`src/sv/ccsw_pkg.sv`:
```
// Constants, command codes and register indexes for the chassis command slew watchdog.
`timescale 1ns / 1ps

package ccsw_pkg;

    // Behavior constants
    localparam int TRIM_LIMIT   = 20;
    localparam int TRIM_STEP    = 2;
    localparam int PHASE_PERIOD = 200;

    // Field and port widths
    localparam int SPEED_W   = 7;
    localparam int STEER_W   = 8;
    localparam int TRIM_W    = 7;
    localparam int TIMER_W   = 16;
    localparam int PHASE_W   = 8;
    localparam int MOTOR_W   = 8;
    localparam int THR_W     = 3;
    localparam int STR_W     = 2;
    localparam int TRM_W     = 2;
    localparam int SPD_W     = 2;
    localparam int CFG_IDX_W = 3;
    localparam int CFG_DAT_W = 16;
    localparam int S_DATA_W  = 16;
    localparam int M_DATA_W  = 32;

    // Register reset values
    localparam logic [SPEED_W-1:0] SPEED_NORMAL_RST = 7'd80;
    localparam logic [SPEED_W-1:0] SPEED_SLOW_RST   = 7'd20;
    localparam logic [SPEED_W-1:0] RAMP_NORMAL_RST  = 7'd12;
    localparam logic [SPEED_W-1:0] RAMP_SLOW_RST    = 7'd4;
    localparam logic [STEER_W-1:0] STEER_CENTER_RST = 8'd150;
    localparam logic [STEER_W-1:0] STEER_LEFT_RST   = 8'd120;
    localparam logic [STEER_W-1:0] STEER_RIGHT_RST  = 8'd190;
    localparam logic [TIMER_W-1:0] TIMEOUT_RST      = 16'd80;

    // Register indexes
    localparam logic [CFG_IDX_W-1:0] REG_SPEED_NORMAL = 3'd0;
    localparam logic [CFG_IDX_W-1:0] REG_SPEED_SLOW   = 3'd1;
    localparam logic [CFG_IDX_W-1:0] REG_RAMP_NORMAL  = 3'd2;
    localparam logic [CFG_IDX_W-1:0] REG_RAMP_SLOW    = 3'd3;
    localparam logic [CFG_IDX_W-1:0] REG_STEER_CENTER = 3'd4;
    localparam logic [CFG_IDX_W-1:0] REG_STEER_LEFT   = 3'd5;
    localparam logic [CFG_IDX_W-1:0] REG_STEER_RIGHT  = 3'd6;
    localparam logic [CFG_IDX_W-1:0] REG_TIMEOUT      = 3'd7;

    // Throttle group
    localparam logic [THR_W-1:0] THR_NONE    = 3'd0;
    localparam logic [THR_W-1:0] THR_OFF     = 3'd1;
    localparam logic [THR_W-1:0] THR_STOP    = 3'd2;
    localparam logic [THR_W-1:0] THR_FORWARD = 3'd3;
    localparam logic [THR_W-1:0] THR_REVERSE = 3'd4;

    // Steering group
    localparam logic [STR_W-1:0] STR_NONE   = 2'd0;
    localparam logic [STR_W-1:0] STR_CENTER = 2'd1;
    localparam logic [STR_W-1:0] STR_LEFT   = 2'd2;
    localparam logic [STR_W-1:0] STR_RIGHT  = 2'd3;

    // Trim group
    localparam logic [TRM_W-1:0] TRM_NONE  = 2'd0;
    localparam logic [TRM_W-1:0] TRM_LEFT  = 2'd1;
    localparam logic [TRM_W-1:0] TRM_RIGHT = 2'd2;
    localparam logic [TRM_W-1:0] TRM_RESET = 2'd3;

    // Speed mode group
    localparam logic [SPD_W-1:0] SPD_NONE   = 2'd0;
    localparam logic [SPD_W-1:0] SPD_SLOW   = 2'd1;
    localparam logic [SPD_W-1:0] SPD_NORMAL = 2'd2;

endpackage

```
`src/sv/chassis_command_slew_watchdog_core.sv`:
```
// Top level of the chassis command slew watchdog: tick register, state update, result register.
`timescale 1ns / 1ps

//  channel   direction  handshake              payload
//  s_        in         s_tvalid / s_tready    s_tuser: command_present
//                                              s_tdata: throttle, steer, trim, speed cmds
//  m_        out        m_tvalid / m_tready    m_tdata: servo, motor1, motor2, update, slow
//  cfg_      in         cfg_valid / cfg_ready  cfg_index, cfg_data (always ready)
//
//  A tick word is captured in the input register, then the state is updated and the result
//  word loaded into the result register together: one word per cycle sustained while m_tready is high.
//  A stalled result register holds the input register, which then holds s_tready low.
//  Reset (aresetn low, synchronous) loads register defaults and clears both stages.

module chassis_command_slew_watchdog_core (
    input  logic                                aclk,
    input  logic                                aresetn,
    // input ticks
    input  logic                                s_tvalid,
    output logic                                s_tready,
    // [0] command_present
    input  logic                                s_tuser,
    // [2:0] throttle_cmd, [4:3] steer_cmd, [6:5] trim_cmd, [8:7] speed_cmd, zero above
    input  logic [ccsw_pkg::S_DATA_W-1:0]       s_tdata,
    // results
    output logic                                m_tvalid,
    input  logic                                m_tready,
    // [7:0] servo_position, [15:8] motor1_setpoint, [23:16] motor2_setpoint,
    // [24] motor_update, [25] slow_active, zero above
    output logic [ccsw_pkg::M_DATA_W-1:0]       m_tdata,
    // configuration writes
    input  logic                                cfg_valid,
    output logic                                cfg_ready,
    input  logic [ccsw_pkg::CFG_IDX_W-1:0]      cfg_index,
    input  logic [ccsw_pkg::CFG_DAT_W-1:0]      cfg_data
);

    localparam int MW = ccsw_pkg::MOTOR_W;
    localparam int SW = 10;  // working width for servo and slew sums

    localparam logic signed [SW-1:0] TL_W   = SW'(ccsw_pkg::TRIM_LIMIT);
    localparam logic signed [ccsw_pkg::TRIM_W-1:0] TL_T   = ccsw_pkg::TRIM_W'(ccsw_pkg::TRIM_LIMIT);
    localparam logic signed [ccsw_pkg::TRIM_W-1:0] TSTEP  = ccsw_pkg::TRIM_W'(ccsw_pkg::TRIM_STEP);
    localparam logic [ccsw_pkg::PHASE_W-1:0] PHASE_LAST =
        ccsw_pkg::PHASE_W'(ccsw_pkg::PHASE_PERIOD - 1);
    localparam logic [ccsw_pkg::TIMER_W-1:0] TIMER_MAX = '1;

    // Slew one actual value toward its request by at most step
    function automatic logic signed [MW-1:0] slew_f(
        input logic signed [MW-1:0] cur,
        input logic signed [MW-1:0] tgt,
        input logic [ccsw_pkg::SPEED_W-1:0] step
    );
        logic signed [SW-1:0] c;
        logic signed [SW-1:0] t;
        logic signed [SW-1:0] s;
        logic signed [SW-1:0] r;
        c = {{(SW-MW){cur[MW-1]}}, cur};
        t = {{(SW-MW){tgt[MW-1]}}, tgt};
        s = {{(SW-ccsw_pkg::SPEED_W){1'b0}}, step};
        r = c;
        if (c < t) begin
            r = c + s;
            if (r > t) r = t;
        end else if (c > t) begin
            r = c - s;
            if (r < t) r = t;
        end
        return r[MW-1:0];
    endfunction

    // Configuration registers
    logic [ccsw_pkg::SPEED_W-1:0] spd_norm_reg, spd_slow_reg, ramp_norm_reg, ramp_slow_reg;
    logic [ccsw_pkg::STEER_W-1:0] str_center_reg, str_left_reg, str_right_reg;
    logic [ccsw_pkg::TIMER_W-1:0] timeout_reg;

    // Block state
    logic [ccsw_pkg::PHASE_W-1:0]        phase_reg, phase_next;
    logic signed [MW-1:0]                req1_reg, req1_next, req2_reg, req2_next;
    logic signed [MW-1:0]                act1_reg, act1_next, act2_reg, act2_next;
    logic [ccsw_pkg::STEER_W-1:0]        base_reg, base_next;
    logic signed [ccsw_pkg::TRIM_W-1:0]  trim_reg, trim_next;
    logic                                slow_reg, slow_next;
    logic [ccsw_pkg::TIMER_W-1:0]        mtim_reg, mtim_next, stim_reg, stim_next;
    logic [ccsw_pkg::STEER_W-1:0]        servo_reg, servo_next;
    logic                                upd_next;

    // Pipeline registers
    logic                          in_vld_reg;
    logic                          pres_reg;
    logic [ccsw_pkg::THR_W-1:0]    thr_reg;
    logic [ccsw_pkg::STR_W-1:0]    str_reg;
    logic [ccsw_pkg::TRM_W-1:0]    trm_reg;
    logic [ccsw_pkg::SPD_W-1:0]    spd_reg;
    logic                          out_vld_reg;
    logic [ccsw_pkg::M_DATA_W-1:0] out_data_reg;

    logic fire;
    logic s_fire;

    assign fire      = in_vld_reg && (!out_vld_reg || m_tready);
    assign s_tready  = !in_vld_reg || fire;
    assign s_fire    = s_tvalid && s_tready;
    assign m_tvalid  = out_vld_reg;
    assign m_tdata   = out_data_reg;
    assign cfg_ready = 1'b1;

    // Configuration writes
    always_ff @(posedge aclk) begin
        if (!aresetn) begin
            spd_norm_reg   <= ccsw_pkg::SPEED_NORMAL_RST;
            spd_slow_reg   <= ccsw_pkg::SPEED_SLOW_RST;
            ramp_norm_reg  <= ccsw_pkg::RAMP_NORMAL_RST;
            ramp_slow_reg  <= ccsw_pkg::RAMP_SLOW_RST;
            str_center_reg <= ccsw_pkg::STEER_CENTER_RST;
            str_left_reg   <= ccsw_pkg::STEER_LEFT_RST;
            str_right_reg  <= ccsw_pkg::STEER_RIGHT_RST;
            timeout_reg    <= ccsw_pkg::TIMEOUT_RST;
        end else if (cfg_valid) begin
            unique case (cfg_index)
                ccsw_pkg::REG_SPEED_NORMAL: spd_norm_reg   <= cfg_data[ccsw_pkg::SPEED_W-1:0];
                ccsw_pkg::REG_SPEED_SLOW:   spd_slow_reg   <= cfg_data[ccsw_pkg::SPEED_W-1:0];
                ccsw_pkg::REG_RAMP_NORMAL:  ramp_norm_reg  <= cfg_data[ccsw_pkg::SPEED_W-1:0];
                ccsw_pkg::REG_RAMP_SLOW:    ramp_slow_reg  <= cfg_data[ccsw_pkg::SPEED_W-1:0];
                ccsw_pkg::REG_STEER_CENTER: str_center_reg <= cfg_data[ccsw_pkg::STEER_W-1:0];
                ccsw_pkg::REG_STEER_LEFT:   str_left_reg   <= cfg_data[ccsw_pkg::STEER_W-1:0];
                ccsw_pkg::REG_STEER_RIGHT:  str_right_reg  <= cfg_data[ccsw_pkg::STEER_W-1:0];
                ccsw_pkg::REG_TIMEOUT:      timeout_reg    <= cfg_data[ccsw_pkg::TIMER_W-1:0];
                default: ;
            endcase
        end
    end

    // Tick update: commands, timers, servo, phase and slew
    always_comb begin
        logic [ccsw_pkg::SPEED_W-1:0]       sp;
        logic signed [MW-1:0]               sp_pos;
        logic signed [MW-1:0]               sp_neg;
        logic                               applied;
        logic signed [ccsw_pkg::TRIM_W:0]   trim_sum;
        logic signed [SW-1:0]               v;
        logic signed [SW-1:0]               lo;
        logic signed [SW-1:0]               hi;
        logic [ccsw_pkg::PHASE_W-1:0]       ph1;
        logic [ccsw_pkg::SPEED_W-1:0]       step;

        sp      = slow_reg ? spd_slow_reg : spd_norm_reg;
        sp_pos  = {1'b0, sp};
        sp_neg  = -sp_pos;
        applied = 1'b0;

        req1_next = req1_reg;
        req2_next = req2_reg;
        base_next = base_reg;
        trim_next = trim_reg;
        slow_next = slow_reg;
        mtim_next = mtim_reg;
        stim_next = stim_reg;
        trim_sum  = '0;

        if (pres_reg) begin
            // throttle group
            unique case (thr_reg)
                ccsw_pkg::THR_OFF: begin
                    req1_next = '0;
                    req2_next = '0;
                end
                ccsw_pkg::THR_STOP: begin
                    req1_next = '0;
                    req2_next = '0;
                    base_next = str_center_reg;
                    applied   = 1'b1;
                    mtim_next = timeout_reg;
                    stim_next = timeout_reg;
                end
                ccsw_pkg::THR_FORWARD: begin
                    req1_next = sp_neg;
                    req2_next = sp_pos;
                    mtim_next = '0;
                end
                ccsw_pkg::THR_REVERSE: begin
                    req1_next = sp_pos;
                    req2_next = sp_neg;
                    mtim_next = '0;
                end
                default: ;
            endcase

            // steering group
            unique case (str_reg)
                ccsw_pkg::STR_NONE: ;
                ccsw_pkg::STR_CENTER: begin
                    base_next = str_center_reg;
                    applied   = 1'b1;
                end
                ccsw_pkg::STR_LEFT: begin
                    base_next = str_left_reg;
                    applied   = 1'b1;
                    stim_next = '0;
                end
                ccsw_pkg::STR_RIGHT: begin
                    base_next = str_right_reg;
                    applied   = 1'b1;
                    stim_next = '0;
                end
            endcase

            // trim group
            unique case (trm_reg)
                ccsw_pkg::TRM_NONE: ;
                ccsw_pkg::TRM_LEFT: begin
                    trim_sum  = {trim_reg[ccsw_pkg::TRIM_W-1], trim_reg}
                              - {TSTEP[ccsw_pkg::TRIM_W-1], TSTEP};
                    trim_next = (trim_sum < -$signed({TL_T[ccsw_pkg::TRIM_W-1], TL_T}))
                              ? -TL_T : trim_sum[ccsw_pkg::TRIM_W-1:0];
                    applied   = 1'b1;
                end
                ccsw_pkg::TRM_RIGHT: begin
                    trim_sum  = {trim_reg[ccsw_pkg::TRIM_W-1], trim_reg}
                              + {TSTEP[ccsw_pkg::TRIM_W-1], TSTEP};
                    trim_next = (trim_sum > $signed({TL_T[ccsw_pkg::TRIM_W-1], TL_T}))
                              ? TL_T : trim_sum[ccsw_pkg::TRIM_W-1:0];
                    applied   = 1'b1;
                end
                ccsw_pkg::TRM_RESET: begin
                    trim_next = '0;
                    applied   = 1'b1;
                end
            endcase

            // speed mode group
            unique case (spd_reg)
                ccsw_pkg::SPD_SLOW:   slow_next = 1'b1;
                ccsw_pkg::SPD_NORMAL: slow_next = 1'b0;
                default: ;
            endcase
        end

        // idle timers, saturating, then timeouts
        if (mtim_next != TIMER_MAX) mtim_next = mtim_next + 1'b1;
        if (stim_next != TIMER_MAX) stim_next = stim_next + 1'b1;
        if (mtim_next > timeout_reg) begin
            req1_next = '0;
            req2_next = '0;
        end
        if (stim_next > timeout_reg) begin
            base_next = str_center_reg;
            applied   = 1'b1;
        end

        // servo: final base plus final trim, clamped to the steering window, then to a byte
        v  = $signed({{(SW-ccsw_pkg::STEER_W){1'b0}}, base_next})
           + {{(SW-ccsw_pkg::TRIM_W){trim_next[ccsw_pkg::TRIM_W-1]}}, trim_next};
        lo = $signed({{(SW-ccsw_pkg::STEER_W){1'b0}}, str_left_reg}) - TL_W;
        hi = $signed({{(SW-ccsw_pkg::STEER_W){1'b0}}, str_right_reg}) + TL_W;
        if (v < lo)      v = lo;
        else if (v > hi) v = hi;
        if (v[SW-1])                             servo_next = '0;
        else if (v[SW-2:ccsw_pkg::STEER_W] != 0) servo_next = '1;
        else                                     servo_next = v[ccsw_pkg::STEER_W-1:0];
        if (!applied) servo_next = servo_reg;

        // phase and slew on odd phase
        ph1        = phase_reg + 1'b1;
        upd_next   = ph1[0];
        phase_next = (ph1 == PHASE_LAST) ? '0 : ph1;
        step       = slow_next ? ramp_slow_reg : ramp_norm_reg;
        act1_next  = upd_next ? slew_f(act1_reg, req1_next, step) : act1_reg;
        act2_next  = upd_next ? slew_f(act2_reg, req2_next, step) : act2_reg;
    end

    // Input register, state and result register
    always_ff @(posedge aclk) begin
        if (!aresetn) begin
            in_vld_reg  <= 1'b0;
            out_vld_reg <= 1'b0;
            phase_reg   <= '0;
            req1_reg    <= '0;
            req2_reg    <= '0;
            act1_reg    <= '0;
            act2_reg    <= '0;
            base_reg    <= ccsw_pkg::STEER_CENTER_RST;
            trim_reg    <= '0;
            slow_reg    <= 1'b0;
            mtim_reg    <= '0;
            stim_reg    <= '0;
            servo_reg   <= ccsw_pkg::STEER_CENTER_RST;
        end else begin
            if (s_tready) in_vld_reg <= s_tvalid;
            if (fire) begin
                out_vld_reg <= 1'b1;
                phase_reg   <= phase_next;
                req1_reg    <= req1_next;
                req2_reg    <= req2_next;
                act1_reg    <= act1_next;
                act2_reg    <= act2_next;
                base_reg    <= base_next;
                trim_reg    <= trim_next;
                slow_reg    <= slow_next;
                mtim_reg    <= mtim_next;
                stim_reg    <= stim_next;
                servo_reg   <= servo_next;
            end else if (m_tready) begin
                out_vld_reg <= 1'b0;
            end
        end
    end

    // Payload registers
    always_ff @(posedge aclk) begin
        if (s_fire) begin
            pres_reg <= s_tuser;
            thr_reg  <= s_tdata[2:0];
            str_reg  <= s_tdata[4:3];
            trm_reg  <= s_tdata[6:5];
            spd_reg  <= s_tdata[8:7];
        end
        if (fire) begin
            out_data_reg <= {6'b0, slow_next, upd_next, act2_next, act1_next, servo_next};
        end
    end

`ifndef SYNTHESIS
    // trim stays inside its limits
    a_trim_range: assert property (@(posedge aclk) disable iff (!aresetn)
        (trim_reg <= TL_T) && (trim_reg >= -TL_T))
        else $error("trim offset out of range");

    // phase never reaches the wrap value
    a_phase_range: assert property (@(posedge aclk) disable iff (!aresetn)
        phase_reg < PHASE_LAST)
        else $error("tick phase out of range");

    // no state change while a result is stalled
    a_stall_hold: assert property (@(posedge aclk) disable iff (!aresetn)
        (out_vld_reg && !m_tready) |=> ($stable(act1_reg) && $stable(phase_reg)))
        else $error("state moved under a stalled result");

    // update flag of a result follows the odd phase that produced it
    a_update_phase: assert property (@(posedge aclk) disable iff (!aresetn)
        fire |=> (out_data_reg[24] == phase_reg[0] || phase_reg == '0))
        else $error("update flag does not match phase");
`endif

endmodule

```
`config.mk`:
```
export PLATFORM = sky130hd
export DESIGN_NAME = chassis_command_slew_watchdog_core
export DESIGN_NICKNAME = d
export VERILOG_FILES = /design/src/sv/ccsw_pkg.sv /design/src/sv/chassis_command_slew_watchdog_core.sv
export SDC_FILE = /design/constraint.sdc
export NUM_CORES = 1
export LEC_CHECK = 0
export BUFFER_PORTS_ARGS = -buffer_cell sky130_fd_sc_hd__buf_2
export CAP_MARGIN = 20
export CORE_MARGIN = 10
export CORE_UTILIZATION = 63
export CTS_CLUSTER_SIZE = 20
export DETAILED_ROUTE_END_ITERATION = 8
export PLACE_DENSITY = 0.89
export SLEW_MARGIN = 10
export SYNTH_ARGS = -nofsm -noshare
export SYNTH_HDL_FRONTEND = slang
export SYNTH_SLANG_ARGS = --single-unit
```
`constraint.sdc`:
```
create_clock -name aclk -period 8.5 [get_ports aclk]
set_input_delay 0.85 -clock aclk [delete_from_list [all_inputs] [get_ports aclk]]
set_output_delay 0.85 -clock aclk [all_outputs]
set_load 0.02 [all_outputs]
```
; Word level (Yosys, flattened, before mapping)
; Cells that the tools add are included.
[op_classes]
add_sub_neg = 13
magnitude_cmp = 14
n_eq_ne = 22
n_mux = 48
n_reduce_logical = 21
[ops]
columns = operator, count
row1 = two-way mux 8 bit, 21
row2 = two-way mux 16 bit, 6
row3 = case mux 8 bit (3 select lines), 3
row4 = two-way mux 7 bit, 5
row5 = adder 16 x 1 -> 16 bit (second input constant), 2
row6 = > comparator 16 bit, 2
row7 = != test 16 bit (second input constant), 2
row8 = case mux 16 bit (2 select lines), 1
row9 = case mux 7 bit (3 select lines), 1
row10 = two-way mux 10 bit, 2
row11 = adder 8 x 8 -> 9 bit, 2
row12 = > comparator 9 x 8 -> 1 bit, 2
row13 = < comparator 9 x 8 -> 1 bit, 2
row14 = subtractor 8 x 8 -> 9 bit, 2
row15 = > comparator 8 bit, 2
row16 = < comparator 8 bit, 2
row17 = AND reduction 2 bit, 8
row18 = equality test 3 bit (second input constant), 5
row19 = equality test 3 x 2 -> 1 bit (second input constant), 4
row20 = adder 9 x 7 -> 10 bit, 1
row21 = equality test 2 bit (second input constant), 5
row22 = > comparator 10 bit, 1
row23 = < comparator 10 x 9 -> 1 bit, 1
row24 = adder 8 x 5 -> 9 bit (second input constant), 1
row25 = 19 further kinds, 35
[word_totals]
reg_bits = 202
in_bits = 41
out_inout_bits = 35
word_cells = 145

; Depth between registers and ports, before layout
[logic_depth]
depth_word = 15
mapped_depth = 37
mapped_depth_nobuf = 34

; Worst setup path before layout
; Ideal clock, no wire load.
[synth_timing]
kind = register to register
startpoint = register thr_reg[2] (netlist bit)
endpoint = register out_data_reg, in the netlist m_tdata[5] (data pin)
setup_ps = 256
t_arrival_ps = 7440
required_ps = 8244
path_slack_ps = 803
stages_incl_launch_ff = 36
path_buffers = 3
period_less_slack_ps = 7697
cell_sequence = edfxtp_1 buf_6 nand4bb_1 nor2_1 a22o_1 ha_1 nand3_1 or4_1 buf_2 nand4_1 xnor2_1 ha_1 a21oi_1 nor2_1 a2111oi_0 o21ai_0 o21ai_1 mux2_2 ha_1 inv_1 fa_1 nor2b_1 o21ai_0 a21oi_1 o41ai_1 xor2_1 inv_1 ha_1 nor2_1 nand2_1 or4_1 nand2_1 clkbuf_1 nand2_1 a22o_1 a22o_1
[synth_between]
elab_chain_len = 15
word_cells_on_any_way = 25
cone_classes = add/sub (2) / order compare (3) / eq/ne (2) / mux (18)
[synth_rtl]
columns = element, line
row1 = from (decl), chassis_command_slew_watchdog_core.sv:91  ; logic [ccsw_pkg::THR_W-1:0] thr_reg;
row2 = from (signal assigned), chassis_command_slew_watchdog_core.sv:313  ; thr_reg <= s_tdata[2:0];
row3 = equality test 3 x 2 -> 1 bit *, chassis_command_slew_watchdog_core.sv:163  ; unique case (thr_reg)
row4 = two-way mux 16 bit *, chassis_command_slew_watchdog_core.sv:163
row5 = two-way mux 16 bit *, chassis_command_slew_watchdog_core.sv:190  ; unique case (str_reg)
row6 = two-way mux 16 bit *, chassis_command_slew_watchdog_core.sv:161  ; if (pres_reg) begin
row7 = adder 16 x 1 -> 16 bit / != test 16 bit (equally long branches), chassis_command_slew_watchdog_core.sv:241  ; if (stim_next != TIMER_MAX) stim_next = stim_next + 1'b1;
row8 = two-way mux 16 bit *, chassis_command_slew_watchdog_core.sv:241
row9 = net stim_next (one bit), chassis_command_slew_watchdog_core.sv:84  ; logic [ccsw_pkg::TIMER_W-1:0] mtim_reg, mtim_next, stim_reg, stim_next;
row10 = > comparator 16 bit *, chassis_command_slew_watchdog_core.sv:246  ; if (stim_next > timeout_reg) begin
row11 = [1 not listed], --
row12 = net base_next (one bit), chassis_command_slew_watchdog_core.sv:81  ; logic [ccsw_pkg::STEER_W-1:0] base_reg, base_next;
row13 = adder 9 x 7 -> 10 bit *, chassis_command_slew_watchdog_core.sv:253  ; + {{(SW-ccsw_pkg::TRIM_W){trim_next[ccsw_pkg::TRIM_W-1]}}, trim_next};
row14 = > comparator 10 bit, chassis_command_slew_watchdog_core.sv:257  ; else if (v > hi) v = hi;
row15 = two-way mux 10 bit, chassis_command_slew_watchdog_core.sv:257
row16 = two-way mux 10 bit *, chassis_command_slew_watchdog_core.sv:256  ; if (v < lo) v = lo;
row17 = two-way mux 8 bit, chassis_command_slew_watchdog_core.sv:259  ; else if (v[SW-2:ccsw_pkg::STEER_W] != 0) servo_next = '1;
row18 = two-way mux 8 bit *, chassis_command_slew_watchdog_core.sv:258  ; if (v[SW-1]) servo_next = '0;
row19 = two-way mux 8 bit *, chassis_command_slew_watchdog_core.sv:261  ; if (!applied) servo_next = servo_reg;
row20 = net servo_next (one bit), chassis_command_slew_watchdog_core.sv:85  ; logic [ccsw_pkg::STEER_W-1:0] servo_reg, servo_next;
row21 = to (signal assigned), chassis_command_slew_watchdog_core.sv:319  ; out_data_reg <= {6'b0, slow_next, upd_next, act2_next, act1_next, servo_next};
row22 = to (decl), chassis_command_slew_watchdog_core.sv:96  ; logic [ccsw_pkg::M_DATA_W-1:0] out_data_reg;
; The timed path passes the listed nets; every way through them passes the cells marked *.
; A chain may end at the register's enable or synchronous reset.

; Worst setup path in the final report
[layout_timing]
startpoint = register thr_reg[0] (netlist bit)
endpoint = register out_data_reg, in the netlist m_tdata[3] (data pin)
; The elaborated chain is that of the path after synthesis.

==> flow_metrics.py <==
metrics = {
    "finish": {
        "largest_reg_flops": 26,
        "fin_cells": 2326,
        "syn2layout_area_growth_pct": 9.93,
        "multi_input_area_um2": 10100,
        "drive_gt1_frac": 0.101,
        "seq_area_um2": 4400,
        "n_fill_cell": 1884,
        "final_common_cell": "nand2_1",
        "layout_common_cells": "nand2_1, a21oi_1, dfxtp_1, ha_1, nor2_1",
        "final_nets": 2183,
    },
    "global_route": {
        "grt_start_max_net_pins": 76,
        "antenna_found_initial": 5,
        "grt_pass1_vias": 14500,
        "grt_remaining_overflow": 0,
        "grt_use_total": 0.287,
        "grt_pass1_wl_um": 74000,
    },
    "yosys": {
        "ys_types": 82,
        "syn_avg_cell_area_um2": 7.80,
        "synth_ff_type": "dfxtp_1",
        "async_reset_ff_frac": 0,
        "syn_area_um2": 15200,
        "postSynthCellCount": 1948,
        "ys_seq_area_frac": 0.290,
        "yosys_warnings": 0,
        "synth_edf_count": 36,
        "ys_ff_latch": 202,
    },
    "placed_design": {
        "hpwl_um": 34000,
        "io_buffers": 61,
        "pre_cts_slack_ps": 243,
        "dp.cells": 2277,
        "gp_congestion": 1.00,
    },
    "drt": {
        "vias": 15300,
        "viasPerCell": 6.56,
        "drc": 0,
        "routed_wl_um": 45900,
        "antenna_left": 0,
        "drt-wirelength-per-cell_um": 19.7,
        "firstDrtPassIters": 6,
        "drt_first_iter_violations": 1864,
    },
    "pwr": {
        "report.power.total_mw": 4.89,
        "clkPwrFrac": 0.213,
        "leakage_nw": 6.61,
        "pwr-share-seq": 0.253,
        "peakVddDrop_mv": 0.258,
        "p_int_mw": 2.76,
        "power_frac_comb": 0.534,
        "p_switching_mw": 2.13,
        "power.density_nw_per_um2": 293,
        "switching_share": 0.435,
    },
    "sta": {
        "fin_skew_ps": 24.3,
        "relSlewSlack": 0.387,
        "fmax_mhz": 125,
        "holdWs_ps": 457,
        "period_share": 0.939,
        "setup_violations": 0,
        "period_minus_slack_ps": 7980,
        "tightest_slew_ps": 919,
        "final_hold_viol_count": 0,
        "slew_violations": 0,
        "setup_slack_ps": 515,
    },
    "clock_network": {
        "numCtsBuffers": 23,
        "tritoncts": "built",
        "clock_latency_ps": 540,
        "numClockSinks": 202,
        "clockRootBuffer": "clkbuf_16",
        "ctsHoldBuffers": 0,
        "htree_levels": 1,
        "clk_pin_slew_worst_paths_ps": 70,
        "clock_path_buffers": 3,
    },
    "floorplanning": {
        "die_w_um": 175,
        "num_io_pins": 76,
        "start_util": 0.643,
        "fp-row-count": 56,
        "die_area_um2": 30700,
        "die_h_um": 175,
        "coreArea_um2": 23600,
    },
    "worst_setup_path": {
        "critPathMaxStageDelay_ps": 600,
        "slowest_stage": "or4_1",
        "crit_family": "simple AND/OR/NAND/NOR gates",
        "cp-end-kind": "flop",
        "timing.critical_path.fanout_max": 13,
        "crit_buf_inv": 5,
        "cp.required_ps": 8790,
        "path_class": "reg -> reg",
        "cp_data_arrival_time_ps": 8270,
        "start_kind": "flop",
    },
    "hold_path": {
        "hp-class": "reg -> reg",
    },
    "job": {
        "maxCapViolCount": 0,
    },
    "outcome": {
        "status": "finished, final reports clean",
    },
}
-- layer usage --
layer  share of wire  global-route usage  wire length (um)  vias up
li1                -                   -                 -     7133
met1            0.40               0.356             18300     7100
met4           0.045               0.140              2090        4
met5         0.00031                   0                14        -
met2            0.47               0.475             21400      820
met3           0.089              0.0483              4080      193
-- metrics by stage --
stage	instance area [um^2]	util	setup TNS (ps)
floorplan	15200	-	0
global placement	15800	0.669	0
CTS	16600	0.702	0
detailed placement	15800	0.669	0
global route	16700	0.707	-32.3
finish	16700	0.707	0
-- worst register-to-register path: cells and delay by family (launching register included) --
family	cells	cell delay, ps
AO/OA/AOI/OAI	10	1860
AND/OR/NAND/NOR	11	2460
flip-flops	1	380
multiplexers	2	680
XOR/XNOR	1	200
adder cells (fa/ha/maj)	5	1270
buffers and inverters	5	870
-- final timing paths --
kind / depth (start not counted) / to / slack [ps] / from
worst min register to register: 2 / stim_reg[12]$_SDFFE_PN0P_ / 460 / stim_reg[12]$_SDFFE_PN0P_
worst max register to register: 34 / m_tdata[3]$_DFFE_PP_ / 520 / thr_reg[0]$_DFFE_PP_
worst min-delay path: 2 / stim_reg[12]$_SDFFE_PN0P_ / 460 / stim_reg[12]$_SDFFE_PN0P_
worst max-delay path: 34 / m_tdata[3]$_DFFE_PP_ / 520 / thr_reg[0]$_DFFE_PP_
-- repair_timing --
item	CTS	global route
setup buffers	0	3
resized for setup	0	18
setup endpoints to repair	0	18
-- synthesized netlist by cell type (all sizes together), types with 7 or more instances --
master     n  area, um^2
o2111ai    7        61.3
nor4      11        68.8
and3      10        62.6
o21ai    112         561
nand4     29         181
nor3b     10        75.1
mux2      20         225
inv       87         327
o21a      22         165
nor2     122         458
o31ai     17         128
o32ai      8        70.1
mux2i     18         180
or3        8        50.1
o221ai    15         131
a211oi    16         120
nand2    329        1240
o211ai    33         253
xor2      28         253
ha       150        1880
nand2b    15        93.8
a21o      13        97.6
clkbuf    71         269
dfxtp    166        3320
xnor2     48         420
nand3     90         455
o21bai     8        60.1
o2bb2ai    7        61.3
and2      19         119
a221oi     7        61.3
a31oi     17         106
a22oi     11        82.6
edfxtp    36        1080
nor2b     26         163
a22o      18         158
buf       25         150
nor3      35         175
o22ai     14        87.6
a21oi    176         885
-- final cells by class --
| class | count | area share |
|---|---|---|
| Antenna cell | 3 | 0.000450 |
| Clock buffer | 27 | 0.0360 |
| Clock inverter | 15 | 0.0109 |
| Inverter | 91 | 0.0206 |
| Multi-Input combinational cell | 1564 | 0.606 |
| Sequential cell | 202 | 0.264 |
| Tap cell | 319 | 0.0239 |
| Timing Repair Buffer | 105 | 0.0381 |
-- cells by family (layout without fill, tap and decap cells) --
logic type                 Yosys count  count (layout)  share of synthesized area
and+or+nand+nor                    729             729                      0.220
AOI/OAI and AO/OA                  559             559                      0.238
DFF                                202             202                      0.290
buffers and inverters              187             238                     0.0501
adders and majority gates          155             155                      0.130
xor gates and xnor gates            76              76                     0.0443
muxes                               38              38                     0.0267
other                                2              10                   0.000494
-- power groups by stage --
stage | combinational (mW) | sequential, mW | clock [mW]
global route | 2.86 | 1.25 | 1.09
finish | 2.61 | 1.24 | 1.04
CTS | 2.53 | 1.23 | 1.04
global placement | 2.46 | 1.25 | 0
detailed placement | 2.51 | 1.25 | 0
floorplan | 1.81 | 1.28 | 0
No activity file was read; power rests on OpenSTA's default activity.
